## src/rtl/core/radix_digit_converter_unit_assert.svh

```systemverilog
// Assertion macros shared by the digit converter RTL.
`ifndef RADIX_DIGIT_CONVERTER_UNIT_ASSERT_SVH
`define RADIX_DIGIT_CONVERTER_UNIT_ASSERT_SVH

`ifndef SYNTHESIS
// Same-cycle implication, disabled while reset is low.
`define RDC_ASSERT_IMP(lbl, clk, rst_n, ante, cons, msg) \
    lbl: assert property (@(posedge clk) disable iff (!(rst_n)) (ante) |-> (cons)) \
        else $error(msg);
// Next-cycle implication, disabled while reset is low.
`define RDC_ASSERT_NEXT(lbl, clk, rst_n, ante, cons, msg) \
    lbl: assert property (@(posedge clk) disable iff (!(rst_n)) (ante) |=> (cons)) \
        else $error(msg);
`else
`define RDC_ASSERT_IMP(lbl, clk, rst_n, ante, cons, msg)
`define RDC_ASSERT_NEXT(lbl, clk, rst_n, ante, cons, msg)
`endif

`endif

```

## src/rtl/core/rdc_pkg.sv

```systemverilog
`timescale 1ns / 1ps

package rdc_pkg;

    localparam int NUMBER_W    = 64;
    localparam int CFG_DATA_W  = 64;
    localparam int CFG_IDX_W   = 2;
    localparam int RADIX_REG_W = 5;
    localparam int CHAR_W      = 8;
    localparam int ALPHA_BITS  = 128;
    localparam int DIGIT_IDX_W = 4;
    localparam int SLICE_BITS  = 4;

    typedef logic [CFG_IDX_W-1:0] t_cfg_idx;
    typedef logic [CHAR_W-1:0]    t_char;

    localparam t_cfg_idx CFG_RADIX      = 2'd0;
    localparam t_cfg_idx CFG_ALPHA_LOW  = 2'd1;
    localparam t_cfg_idx CFG_ALPHA_HIGH = 2'd2;

    localparam logic [RADIX_REG_W-1:0] RADIX_RESET      = 5'd10;
    localparam logic [RADIX_REG_W-1:0] RADIX_MIN        = 5'd2;
    localparam logic [CFG_DATA_W-1:0]  ALPHA_LOW_RESET  = 64'h3736353433323130;
    localparam logic [CFG_DATA_W-1:0]  ALPHA_HIGH_RESET = 64'h6665646362613938;

    typedef enum logic [1:0] {
        ST_IDLE,
        ST_DIVIDE,
        ST_EMIT
    } t_state;

    typedef struct packed {
        logic busy;
        logic done;
    } t_div_status;

    function automatic t_char char_of(input logic [ALPHA_BITS-1:0] alpha,
                                      input logic [DIGIT_IDX_W-1:0] digit);
        return alpha[{digit, 3'b000} +: CHAR_W];
    endfunction

endpackage

```

## src/rtl/core/rdc_divider.sv

```systemverilog
`timescale 1ns / 1ps
`include "radix_digit_converter_unit_assert.svh"

module rdc_divider import rdc_pkg::*; #(
    parameter int VALUE_BITS = 64,
    parameter int DIGIT_W    = 4,
    parameter int RADIX_W    = 5
) (
    input  logic                  i_clk,
    input  logic                  i_rst_n,
    input  logic                  i_start,
    input  logic [VALUE_BITS-1:0] i_operand,
    input  logic [RADIX_W-1:0]    i_radix,
    output logic [VALUE_BITS-1:0] o_quotient,
    output logic [DIGIT_W-1:0]    o_remainder,
    output t_div_status           o_status
);

    localparam int STEPS  = (VALUE_BITS + SLICE_BITS - 1) / SLICE_BITS;
    localparam int PAD_W  = STEPS * SLICE_BITS;
    localparam int STEP_W = $clog2(STEPS);

    logic [PAD_W-1:0]      r_work;
    logic [PAD_W-1:0]      n_work;
    logic [DIGIT_W-1:0]    r_rem;
    logic [DIGIT_W-1:0]    n_rem;
    logic [STEP_W-1:0]     r_step;
    logic                  r_busy;
    logic                  r_done;
    logic [DIGIT_W:0]      partial;
    logic [DIGIT_W:0]      radix_ext;
    logic [SLICE_BITS-1:0] q_bits;

    assign radix_ext = (DIGIT_W + 1)'(i_radix);

    // Restoring division, SLICE_BITS dividend bits per cycle, MSB first.
    always_comb begin
        n_rem   = r_rem;
        q_bits  = '0;
        partial = '0;
        for (int b = 0; b < SLICE_BITS; b++) begin
            partial = {n_rem, r_work[PAD_W-1-b]};
            if (partial >= radix_ext) begin
                n_rem = DIGIT_W'(partial - radix_ext);
                q_bits[SLICE_BITS-1-b] = 1'b1;
            end else begin
                n_rem = DIGIT_W'(partial);
            end
        end
        n_work = {r_work[PAD_W-SLICE_BITS-1:0], q_bits};
    end

    always_ff @(posedge i_clk) begin
        if (!i_rst_n) begin
            r_busy <= 1'b0;
            r_done <= 1'b0;
            r_step <= '0;
        end else if (i_start) begin
            r_busy <= 1'b1;
            r_done <= 1'b0;
            r_step <= '0;
        end else if (r_busy) begin
            r_step <= r_step + 1'b1;
            if (r_step == STEP_W'(STEPS - 1)) begin
                r_busy <= 1'b0;
                r_done <= 1'b1;
            end
        end else begin
            r_done <= 1'b0;
        end
    end

    always_ff @(posedge i_clk) begin
        if (i_start) begin
            r_work <= PAD_W'(i_operand);
            r_rem  <= '0;
        end else if (r_busy) begin
            r_work <= n_work;
            r_rem  <= n_rem;
        end
    end

    assign o_quotient    = r_work[VALUE_BITS-1:0];
    assign o_remainder   = r_rem;
    assign o_status.busy = r_busy;
    assign o_status.done = r_done;

    `RDC_ASSERT_NEXT(a_start_runs, i_clk, i_rst_n, i_start, r_busy && !r_done, "divider did not start")
    `RDC_ASSERT_NEXT(a_last_step_done, i_clk, i_rst_n, r_busy && !i_start && r_step == STEP_W'(STEPS - 1), r_done, "divider missed done")
    `RDC_ASSERT_IMP(a_rem_range, i_clk, i_rst_n, r_done, (DIGIT_W + 1)'(r_rem) < radix_ext, "remainder not below radix")

endmodule

```

## src/rtl/core/rdc_digit_mem.sv

```systemverilog
`timescale 1ns / 1ps

module rdc_digit_mem #(
    parameter int DEPTH  = 64,
    parameter int ADDR_W = 6,
    parameter int DATA_W = 4
) (
    input  logic              i_clk,
    input  logic              i_we,
    input  logic [ADDR_W-1:0] i_waddr,
    input  logic [DATA_W-1:0] i_wdata,
    input  logic              i_re,
    input  logic [ADDR_W-1:0] i_raddr,
    output logic [DATA_W-1:0] o_rdata
);

    logic [DATA_W-1:0] mem [DEPTH];
    logic [DATA_W-1:0] r_rdata;

    always_ff @(posedge i_clk) begin
        if (i_we) begin
            mem[i_waddr] <= i_wdata;
        end
    end

    always_ff @(posedge i_clk) begin
        if (i_re) begin
            r_rdata <= mem[i_raddr];
        end
    end

    assign o_rdata = r_rdata;

endmodule

```

## src/rtl/core/radix_digit_converter_unit.sv

```systemverilog
// A number is accepted only while idle (busy low); a new one is not taken until its digits
// have all been read out. Each digit comes from the shared divider, which is run once per digit
// and retires 4 dividend bits per cycle.
// Digits then leave one per cycle on o_digit_valid; the receiver cannot stall.
// Reset (i_rst_n low, synchronous): idle, radix 10, alphabet "0123456789abcdef".
`timescale 1ns / 1ps
`include "radix_digit_converter_unit_assert.svh"

module radix_digit_converter_unit import rdc_pkg::*; #(
    parameter int VALUE_BITS = 64,
    parameter int MAX_RADIX  = 16
) (
    input  logic                  i_clk,
    input  logic                  i_rst_n,
    input  logic                  start,
    input  logic [NUMBER_W-1:0]   i_number,
    output logic                  busy,
    output logic                  o_digit_valid,
    output logic [CHAR_W-1:0]     o_digit_char,
    output logic                  o_last_digit,
    input  logic                  i_cfg_valid,
    output logic                  o_cfg_ready,
    input  logic [CFG_IDX_W-1:0]  i_cfg_index,
    input  logic [CFG_DATA_W-1:0] i_cfg_data
);

    localparam int DIGIT_W = $clog2(MAX_RADIX);
    localparam int RADIX_W = $clog2(MAX_RADIX + 1);
    localparam int ADDR_W  = $clog2(VALUE_BITS);
    localparam int CNT_W   = $clog2(VALUE_BITS + 1);

    t_state                  r_state;
    t_state                  n_state;
    logic [RADIX_REG_W-1:0]  r_radix;
    logic [CFG_DATA_W-1:0]   r_alpha_low;
    logic [CFG_DATA_W-1:0]   r_alpha_high;
    logic [RADIX_W-1:0]      eff_radix;
    logic [CNT_W-1:0]        r_count;
    logic [CNT_W-1:0]        n_count;
    logic [ADDR_W-1:0]       r_rd_ptr;
    logic [ADDR_W-1:0]       n_rd_ptr;
    logic                    r_out_valid;
    logic                    r_out_last;
    logic                    div_start;
    logic [VALUE_BITS-1:0]   div_operand;
    logic [VALUE_BITS-1:0]   div_quotient;
    logic [DIGIT_W-1:0]      div_rem;
    t_div_status             div_status;
    logic                    quo_zero;
    logic                    mem_we;
    logic                    mem_re;
    logic [DIGIT_W-1:0]      mem_rdata;

    // Configuration registers
    always_ff @(posedge i_clk) begin
        if (!i_rst_n) begin
            r_radix      <= RADIX_RESET;
            r_alpha_low  <= ALPHA_LOW_RESET;
            r_alpha_high <= ALPHA_HIGH_RESET;
        end else if (i_cfg_valid) begin
            case (i_cfg_index)
                CFG_RADIX:      r_radix      <= i_cfg_data[RADIX_REG_W-1:0];
                CFG_ALPHA_LOW:  r_alpha_low  <= i_cfg_data;
                CFG_ALPHA_HIGH: r_alpha_high <= i_cfg_data;
                default: ;
            endcase
        end
    end

    assign o_cfg_ready = 1'b1;

    // Clamp radix into 2..MAX_RADIX
    always_comb begin
        if (r_radix < RADIX_MIN) begin
            eff_radix = RADIX_W'(RADIX_MIN);
        end else if (r_radix > RADIX_REG_W'(MAX_RADIX)) begin
            eff_radix = RADIX_W'(MAX_RADIX);
        end else begin
            eff_radix = RADIX_W'(r_radix);
        end
    end

    assign quo_zero = (div_quotient == '0);

    always_comb begin
        n_state = r_state;
        case (r_state)
            ST_IDLE: begin
                if (start) begin
                    n_state = ST_DIVIDE;
                end
            end
            ST_DIVIDE: begin
                if (div_status.done && quo_zero) begin
                    n_state = ST_EMIT;
                end
            end
            ST_EMIT: begin
                if (r_rd_ptr == '0) begin
                    n_state = ST_IDLE;
                end
            end
            default: n_state = ST_IDLE;
        endcase
    end

    always_comb begin
        div_start   = 1'b0;
        div_operand = div_quotient;
        mem_we      = 1'b0;
        mem_re      = 1'b0;
        n_count     = r_count;
        n_rd_ptr    = r_rd_ptr;
        case (r_state)
            ST_IDLE: begin
                div_operand = i_number[VALUE_BITS-1:0];
                if (start) begin
                    div_start = 1'b1;
                    n_count   = '0;
                end
            end
            ST_DIVIDE: begin
                if (div_status.done) begin
                    mem_we  = 1'b1;
                    n_count = r_count + 1'b1;
                    // store the digit, then either divide the quotient again or read back
                    if (quo_zero) begin
                        n_rd_ptr = r_count[ADDR_W-1:0];
                    end else begin
                        div_start = 1'b1;
                    end
                end
            end
            ST_EMIT: begin
                mem_re   = 1'b1;
                n_rd_ptr = r_rd_ptr - 1'b1;
            end
            default: ;
        endcase
    end

    always_ff @(posedge i_clk) begin
        if (!i_rst_n) begin
            r_state     <= ST_IDLE;
            r_count     <= '0;
            r_rd_ptr    <= '0;
            r_out_valid <= 1'b0;
            r_out_last  <= 1'b0;
        end else begin
            r_state     <= n_state;
            r_count     <= n_count;
            r_rd_ptr    <= n_rd_ptr;
            r_out_valid <= mem_re;
            r_out_last  <= mem_re && (r_rd_ptr == '0);
        end
    end

    rdc_divider #(
        .VALUE_BITS (VALUE_BITS),
        .DIGIT_W    (DIGIT_W),
        .RADIX_W    (RADIX_W)
    ) u_divider (
        .i_clk       (i_clk),
        .i_rst_n     (i_rst_n),
        .i_start     (div_start),
        .i_operand   (div_operand),
        .i_radix     (eff_radix),
        .o_quotient  (div_quotient),
        .o_remainder (div_rem),
        .o_status    (div_status)
    );

    rdc_digit_mem #(
        .DEPTH  (VALUE_BITS),
        .ADDR_W (ADDR_W),
        .DATA_W (DIGIT_W)
    ) u_digit_mem (
        .i_clk   (i_clk),
        .i_we    (mem_we),
        .i_waddr (r_count[ADDR_W-1:0]),
        .i_wdata (div_rem),
        .i_re    (mem_re),
        .i_raddr (r_rd_ptr),
        .o_rdata (mem_rdata)
    );

    assign busy          = (r_state != ST_IDLE);
    assign o_digit_valid = r_out_valid;
    assign o_last_digit  = r_out_last;
    assign o_digit_char  = char_of({r_alpha_high, r_alpha_low}, DIGIT_IDX_W'(mem_rdata));

    `RDC_ASSERT_NEXT(a_accept_divide, i_clk, i_rst_n, start && !busy,
        r_state == ST_DIVIDE, "accepted word did not start division")
    `RDC_ASSERT_NEXT(a_emit_strobe, i_clk, i_rst_n, r_state == ST_EMIT,
        o_digit_valid, "read-back without strobe")
    `RDC_ASSERT_IMP(a_last_idle, i_clk, i_rst_n, o_digit_valid && o_last_digit,
        r_state == ST_IDLE, "last digit while still busy")
    `RDC_ASSERT_IMP(a_count_bound, i_clk, i_rst_n, r_state == ST_DIVIDE,
        r_count < CNT_W'(VALUE_BITS), "digit count overflow")

endmodule

```

## config.mk

```make
export PLATFORM = sky130hd
export DESIGN_NAME = radix_digit_converter_unit
export DESIGN_NICKNAME = d
export VERILOG_FILES = /design/src/rtl/core/rdc_pkg.sv /design/src/rtl/core/rdc_divider.sv /design/src/rtl/core/rdc_digit_mem.sv /design/src/rtl/core/radix_digit_converter_unit.sv
export VERILOG_INCLUDE_DIRS = /design/src /design/src/rtl/core
export SDC_FILE = /design/constraint.sdc
export NUM_CORES = 1
export LEC_CHECK = 0
export BUFFER_PORTS_ARGS = -buffer_cell sky130_fd_sc_hd__buf_4
export CAP_MARGIN = 10
export CELL_PAD_IN_SITES_DETAIL_PLACEMENT = 1
export CELL_PAD_IN_SITES_GLOBAL_PLACEMENT = 1
export CORE_MARGIN = 4
export CORE_UTILIZATION = 40
export CTS_CLUSTER_DIAMETER = 200
export DETAILED_ROUTE_END_ITERATION = 8
export HOLD_SLACK_MARGIN = 0.08
export PLACE_DENSITY = 0.71
export SLEW_MARGIN = 10
export SYNTH_ARGS = -nofsm -noshare
export SYNTH_HDL_FRONTEND = slang
export SYNTH_SLANG_ARGS = --single-unit
```

## constraint.sdc

```tcl
create_clock -name i_clk -period 10 [get_ports i_clk]
set_clock_uncertainty 0.1 [all_clocks]
set_input_delay 2 -clock i_clk [delete_from_list [all_inputs] [get_ports i_clk]]
set_output_delay 2 -clock i_clk [all_outputs]
set_load 0.05 [all_outputs]
```

After elaboration in Yosys (flattened, before gate mapping)
Memory sizes are Yosys's and may differ from the RTL's. A register that Yosys moved wholly into a read port is not among the register bits.
Index checks and enable logic that the tools add are counted.
- bitwise logic cells: 2
- $add $sub $neg: 7
- magnitude comparators: 6
- shifts and indexed selects: 1
- equality and inequality tests: 11
- reductions and logical operators: 19
- mux-type cells: 35
- operators by type and width (cell ; count):
    two-way mux 64 bit ; 3
    variable part select 128 x 8 -> 8 bit ; 1
    logical NOT 64 bit ; 1
    greater-or-equal comparator 5 bit ; 4
    two-way mux 4 bit ; 4
    subtractor 4 bit ; 4
    two-way mux 1 bit ; 15
    two-way mux 7 bit ; 2
    case mux 7 bit (2 select lines) ; 1
    two-way mux 6 bit ; 2
    case mux 6 bit (2 select lines) ; 1
    two-way mux 5 bit ; 2
    AND reduction 3 bit ; 3
    inequality test 2 bit, second input constant ; 4
    AND reduction 2 bit ; 4
    nonzero test 2 bit ; 4
    adder 7 x 1 -> 7 bit, second input constant ; 1
    logical NOT 6 bit ; 1
    two-way mux 2 bit ; 3
    case mux 2 bit (3 select lines) ; 1
    subtractor 6 x 1 -> 6 bit, second input constant ; 1
    greater-than comparator 5 bit, second input constant ; 1
    < comparator 5 x 2 -> 1 bit, second input constant ; 1
    adder 4 x 1 -> 4 bit, second input constant ; 1
    10 further kinds ; 16
- output and inout port bits: 12
- bits in writable memories: 256
- memories: 1
- register bits: 224
- bits of input ports: 134
- logic and storage cells: 95
- memory list (memory ; words ; bits a word ; rd ports ; clocked after memory_dff ; write ports ; RTL line ; RTL):
    u_digit_mem.mem ; 64 ; 4 ; 1 ; 1 ; 1 ; rdc_digit_mem.sv:17 ; logic [DATA_W-1:0] mem [DEPTH];

Logic depth before layout (Yosys ltp)
- word-level depth: 13
- mapped depth: 25
- depth with buffers taken out: 25

By module
From an unflattened synthesis, not the netlist that was laid out.
- cell total of the unflattened synthesis: 1635
- area total of the unflattened synthesis: 21615.7 um^2
- by module, submodules not included (module ; cells an instance ; times used ; area an instance (um^2) ; sequential area each (um^2)):
    rdc_digit_mem ; 521 ; 1 ; 10447.5 ; 7807.5
    radix_digit_converter_unit ; 826 ; 1 ; 7211.9 ; 2982.9
    rdc_divider ; 288 ; 1 ; 3956.3 ; 2122.0

Worst setup path after synthesis
OpenSTA, ideal clock, no wires.
- path type: input-to-reg
- start: input start
- end: register u_divider.r_work[0] (netlist: u_divider.o_quotient[0]) (enable)
- arrival time: 6.987 ns
- path buffers: 1
- data required time: 9.326 ns
- cell stages on the path: 4
- slack: 2.339 ns
- library setup time: 0.574 ns
- cell sequence: nand2_1 > o21ai_4 > buf_6 > o21ai_0
- cells in the longest elaborated chain, start to end: 4
- elaborated cells on any way between the ends: 5
- classes of those cells: eq/ne: 1; mux: 2; reduce/logical: 2
- RTL lines (what ; RTL line ; RTL):
    from (decl) ; radix_digit_converter_unit.sv:15 ; input logic start,
    two-way mux 1 bit (*) ; radix_digit_converter_unit.sv:117 ; if (start) begin
    case mux 1 bit (2 select lines) (*) ; radix_digit_converter_unit.sv:114 ; case (r_state)
    inequality test 2 x 1 -> 1 bit (no line) / nonzero test 2 bit (equally long branches) ; n/a ;
    AND reduction 2 bit (no line) (*) ; n/a ;
    to (signal assigned) ; rdc_divider.sv:75 ; r_work <= PAD_W'(i_operand);
    to (signal assigned) ; rdc_divider.sv:78 ; r_work <= n_work;
    to (decl) ; rdc_divider.sv:23 ; logic [PAD_W-1:0] r_work;
Every way passes the cells marked *; elsewhere a longest branch is shown, timed or not.
A chain may end at the register's enable or synchronous reset.

Final worst setup path
- start: register r_radix[4]
- end: register u_divider.r_rem[2] (netlist: u_divider.o_remainder[2])
- cells in the longest elaborated chain, start to end: 11
- elaborated cells on any way between the ends: 16
- classes of those cells: add/sub: 4; order compare: 6; mux: 6
- RTL lines (what ; RTL line ; RTL):
    from (decl) ; radix_digit_converter_unit.sv:34 ; logic [RADIX_REG_W-1:0] r_radix;
    from (signal assigned) ; radix_digit_converter_unit.sv:62 ; CFG_RADIX: r_radix <= i_cfg_data[RADIX_REG_W-1:0];
    greater-than comparator 5 bit ; radix_digit_converter_unit.sv:76 ; end else if (r_radix > RADIX_REG_W'(MAX_RADIX)) begin
    two-way mux 5 bit ; radix_digit_converter_unit.sv:76 ;
    two-way mux 5 bit (*) ; radix_digit_converter_unit.sv:74 ; if (r_radix < RADIX_MIN) begin
    subtractor 4 bit / greater-or-equal comparator 5 bit (equally long branches) ; rdc_divider.sv:44, rdc_divider.sv:43 ;
    two-way mux 4 bit ; rdc_divider.sv:43 ; if (partial >= radix_ext) begin
    subtractor 4 bit / greater-or-equal comparator 5 bit (equally long branches) ; rdc_divider.sv:44, rdc_divider.sv:43 ;
    two-way mux 4 bit ; rdc_divider.sv:43 ;
    greater-or-equal comparator 5 bit / subtractor 4 bit (equally long branches) ; rdc_divider.sv:43, rdc_divider.sv:44 ;
    two-way mux 4 bit ; rdc_divider.sv:43 ;
    subtractor 4 bit / greater-or-equal comparator 5 bit (equally long branches) ; rdc_divider.sv:44, rdc_divider.sv:43 ;
    two-way mux 4 bit (*) ; rdc_divider.sv:43 ;
    to (signal assigned) ; rdc_divider.sv:79 ; r_rem <= n_rem;
    to (decl) ; rdc_divider.sv:25 ; logic [DIGIT_W-1:0] r_rem;
Marked as above.

==> flow_summary_export.csv <==
group,metric,value,unit
global_routing,grt_max_degree,68,
drt,routed_via_density,5.51,
sta,max_slew.worst_pin.slew,1.13,ns
power_and_ir_drop,peakVddDrop,0.000148,V
floorplan,die_x,236,um
yosys,synth-async-reset-ratio,0,%
clocking,hold_buffers,0,
yosys,yosys_most_used_dff,"edfxtp_1",
clocking,cts_tree,"built",
yosys,synthTopCellsByCount,"edfxtp_1, nand2_1, dfxtp_1",
drt,routed_wirelength,53.9,mm
setup_path,critical_path_class,"flop to flop",
layout,drive_gt1_share,26.3,%
outcome,outcome,"completed",
setup_path,cp.required,10.40,ns
global_routing,grt_pass1_vias,13939,
clocking,cts-buffers-inserted,53,
drt,vias,13033,
drt,drtIter0Drc,885,
place,dp_cells,2266,
job,drv_cap,0,
sta,period_needed,7.25,ns
yosys,postSynthAreaPerCell,13.7,um2
yosys,ys_ff_latch,483,
sta,setup_violations,0,
yosys,yosysTopAreaCell,"edfxtp_1",
sta,fin_crit_sh,72.5,%
yosys,syn_nets,1678,
setup_path,path_buf_inv,2,
layout,syn2layout_area_growth,16.2,%
sta,rsz0062_at_grt,"no",
setup_path,critPathMaxFanout,9,
yosys,synth_edf_count,324,
power_and_ir_drop,cellPowerDensity,224,nW/um2
clocking,cts_sinks,483,
yosys,synth_cell_types,61,
yosys,synthesis.area,20800,um2
yosys,netlist_instances,1516,
clocking,clk_pin_slew,0.06,ns
drt,postRouteAntennaNets,0,
clocking,cts_resized,0,
power_and_ir_drop,p_leak,8.64,nW
yosys,synth_top_area_share,46.7,%
yosys,yosysMostFrequentCell,"edfxtp_1",
clocking,postCtsSetupBuffers,0,
power_and_ir_drop,power,5.42,mW
sta,maxSlewHeadroom,24.7,%
layout,nNetsFinal,1803,
setup_path,critPathMaxStageDelay,0.86,ns
setup_path,crit_family,"compound AO/OA/AOI/OAI gates",
yosys,synth.area.top_cells,"edfxtp_1, dfxtp_1, mux4_2",
drt,drc_errors,0,
layout,final_cells,2365,
min_path,hold_class,"flop to flop",
place,gp_congestion,0.797,
setup_path,cpMaxStageDelayCell,"o31ai_1",
sta,max_freq,138,MHz
yosys,yosysWarnings,0,
place,io_buffers,144,
floorplan,num_rows,83,
drt,dr.pass1.iters,5,
place,hpwl,34.7,mm
clocking,cts.path.max_buffers,3,
floorplan,fp.dieArea,55800,um2
sta,setup_tns,0,ns
setup_path,worstSetupEndpointType,"flop",
setup_path,start_kind,"flop",
layout,final_util,47.1,%
sta,finalHoldViolCount,0,
floorplan,io-pin-count,146,
global_routing,antenna_found_initial,0,
yosys,yosysSeqAreaShare,62.0,%
sta,drv_slew,0,
global_routing,grtUsageTotal,19.1,%
setup_path,worst_ep_arrival_time,7.66,ns
floorplan,core,51400,um2
clocking,cts-root-buf,"clkbuf_16",
clocking,htree_levels,2,
drt,wl_per_cell,22.8,um
floorplan,die_y,236,um
layout,antennaDiodeCount,0,
clocking,clk_latency,0.60,ns
global_routing,overflow,0,
global_routing,grt_pass1_wl,83.6,mm
floorplan,start_util,40.5,%
==> tightest hold or removal path, delay by kind of cell, from the launching register on <==
family	cells	cell delay, ns
AOI/OAI and AO/OA	1	0.05
DFF	1	0.31
and+or+nand+nor	1	0.05
==> where the power goes <==
| group | internal [mW] | switching, mW |
|---|---|---|
| clock network | 1.15 | 0.803 |
| logic | 0.461 | 0.594 |
| registers | 2.33 | 0.0767 |
==> layer usage <==
metal  up-vias  global-route usage, %  share of wire (%)
li1       5884                      -                  -
met1      6798                   25.6                 43
met2       284                   32.7                 50
met3        67                   2.61                4.3
met4         0                   5.15                2.3
met5         -                      0                  0
==> path summary, 6_finish.rpt <==
check / from / to / slack [ns] / depth (start not counted)
hold reg to reg: r_alpha_high[56] / r_alpha_high[56] / 0.35 / 2
hold / removal: r_alpha_high[56] / r_alpha_high[56] / 0.35 / 2
setup / recovery: r_radix[4] / u_divider.o_remainder[2] / 2.75 / 25
setup reg to reg: r_radix[4] / u_divider.o_remainder[2] / 2.75 / 25
==> kinds of logic after synthesis <==
group	share of synthesized area [%]
buffers and inverters	2.50
AOI/OAI and AO/OA	4.45
muxes	17.8
xor gates and xnor gates	0.631
DFF	62.0
adders and majority gates	1.83
and+or+nand+nor	10.7
other	0.0180
==> area by class of cell <==
type | instances | area [um2]
multi-input cells | 923 | 7420
flip-flops and latches | 483 | 12900
well taps | 680 | 851
fillers | 5156 | 27200
repair buffers | 160 | 1200
clock inverters | 29 | 292
clock buffers | 70 | 1450
inverters | 20 | 75.1
==> placed cells by master, fill, tap and decap left out, types with 53 or more instances in the layout <==
cell,instances
a21oi_1,103
buf_4,160
clkbuf_16,53
dfxtp_1,153
edfxtp_1,324
mux2_4,63
mux4_2,112
nand2_1,293
nand3_1,67
nor2_1,98
==> registers in the layout, summed over array words and instances (netlist names), 2 cells and up <==
name                   count
r_radix                    5
u_digit_mem.mem          256
u_divider.o_remainder      4
r_rd_ptr                   6
r_alpha_low               64
u_divider.r_step           4
u_digit_mem.o_rdata        4
r_count                    6
r_state                    2
r_alpha_high              64
u_divider.o_quotient      64
==> metrics by stage <==
stage | hold slack [ns] | area, um2 | setup WS (ns)
3_5_place_dp | 0.347 | 22500 | 2.52
6_report | 0.353 | 24200 | 2.75
4_1_cts | 0.355 | 24200 | 2.48
3_3_place_gp | 0.340 | 22500 | 3.12
5_1_grt | 0.374 | 24200 | 2.09
2_1_floorplan | 0.333 | 20800 | 2.34
Power figures use the tool's default switching activity.
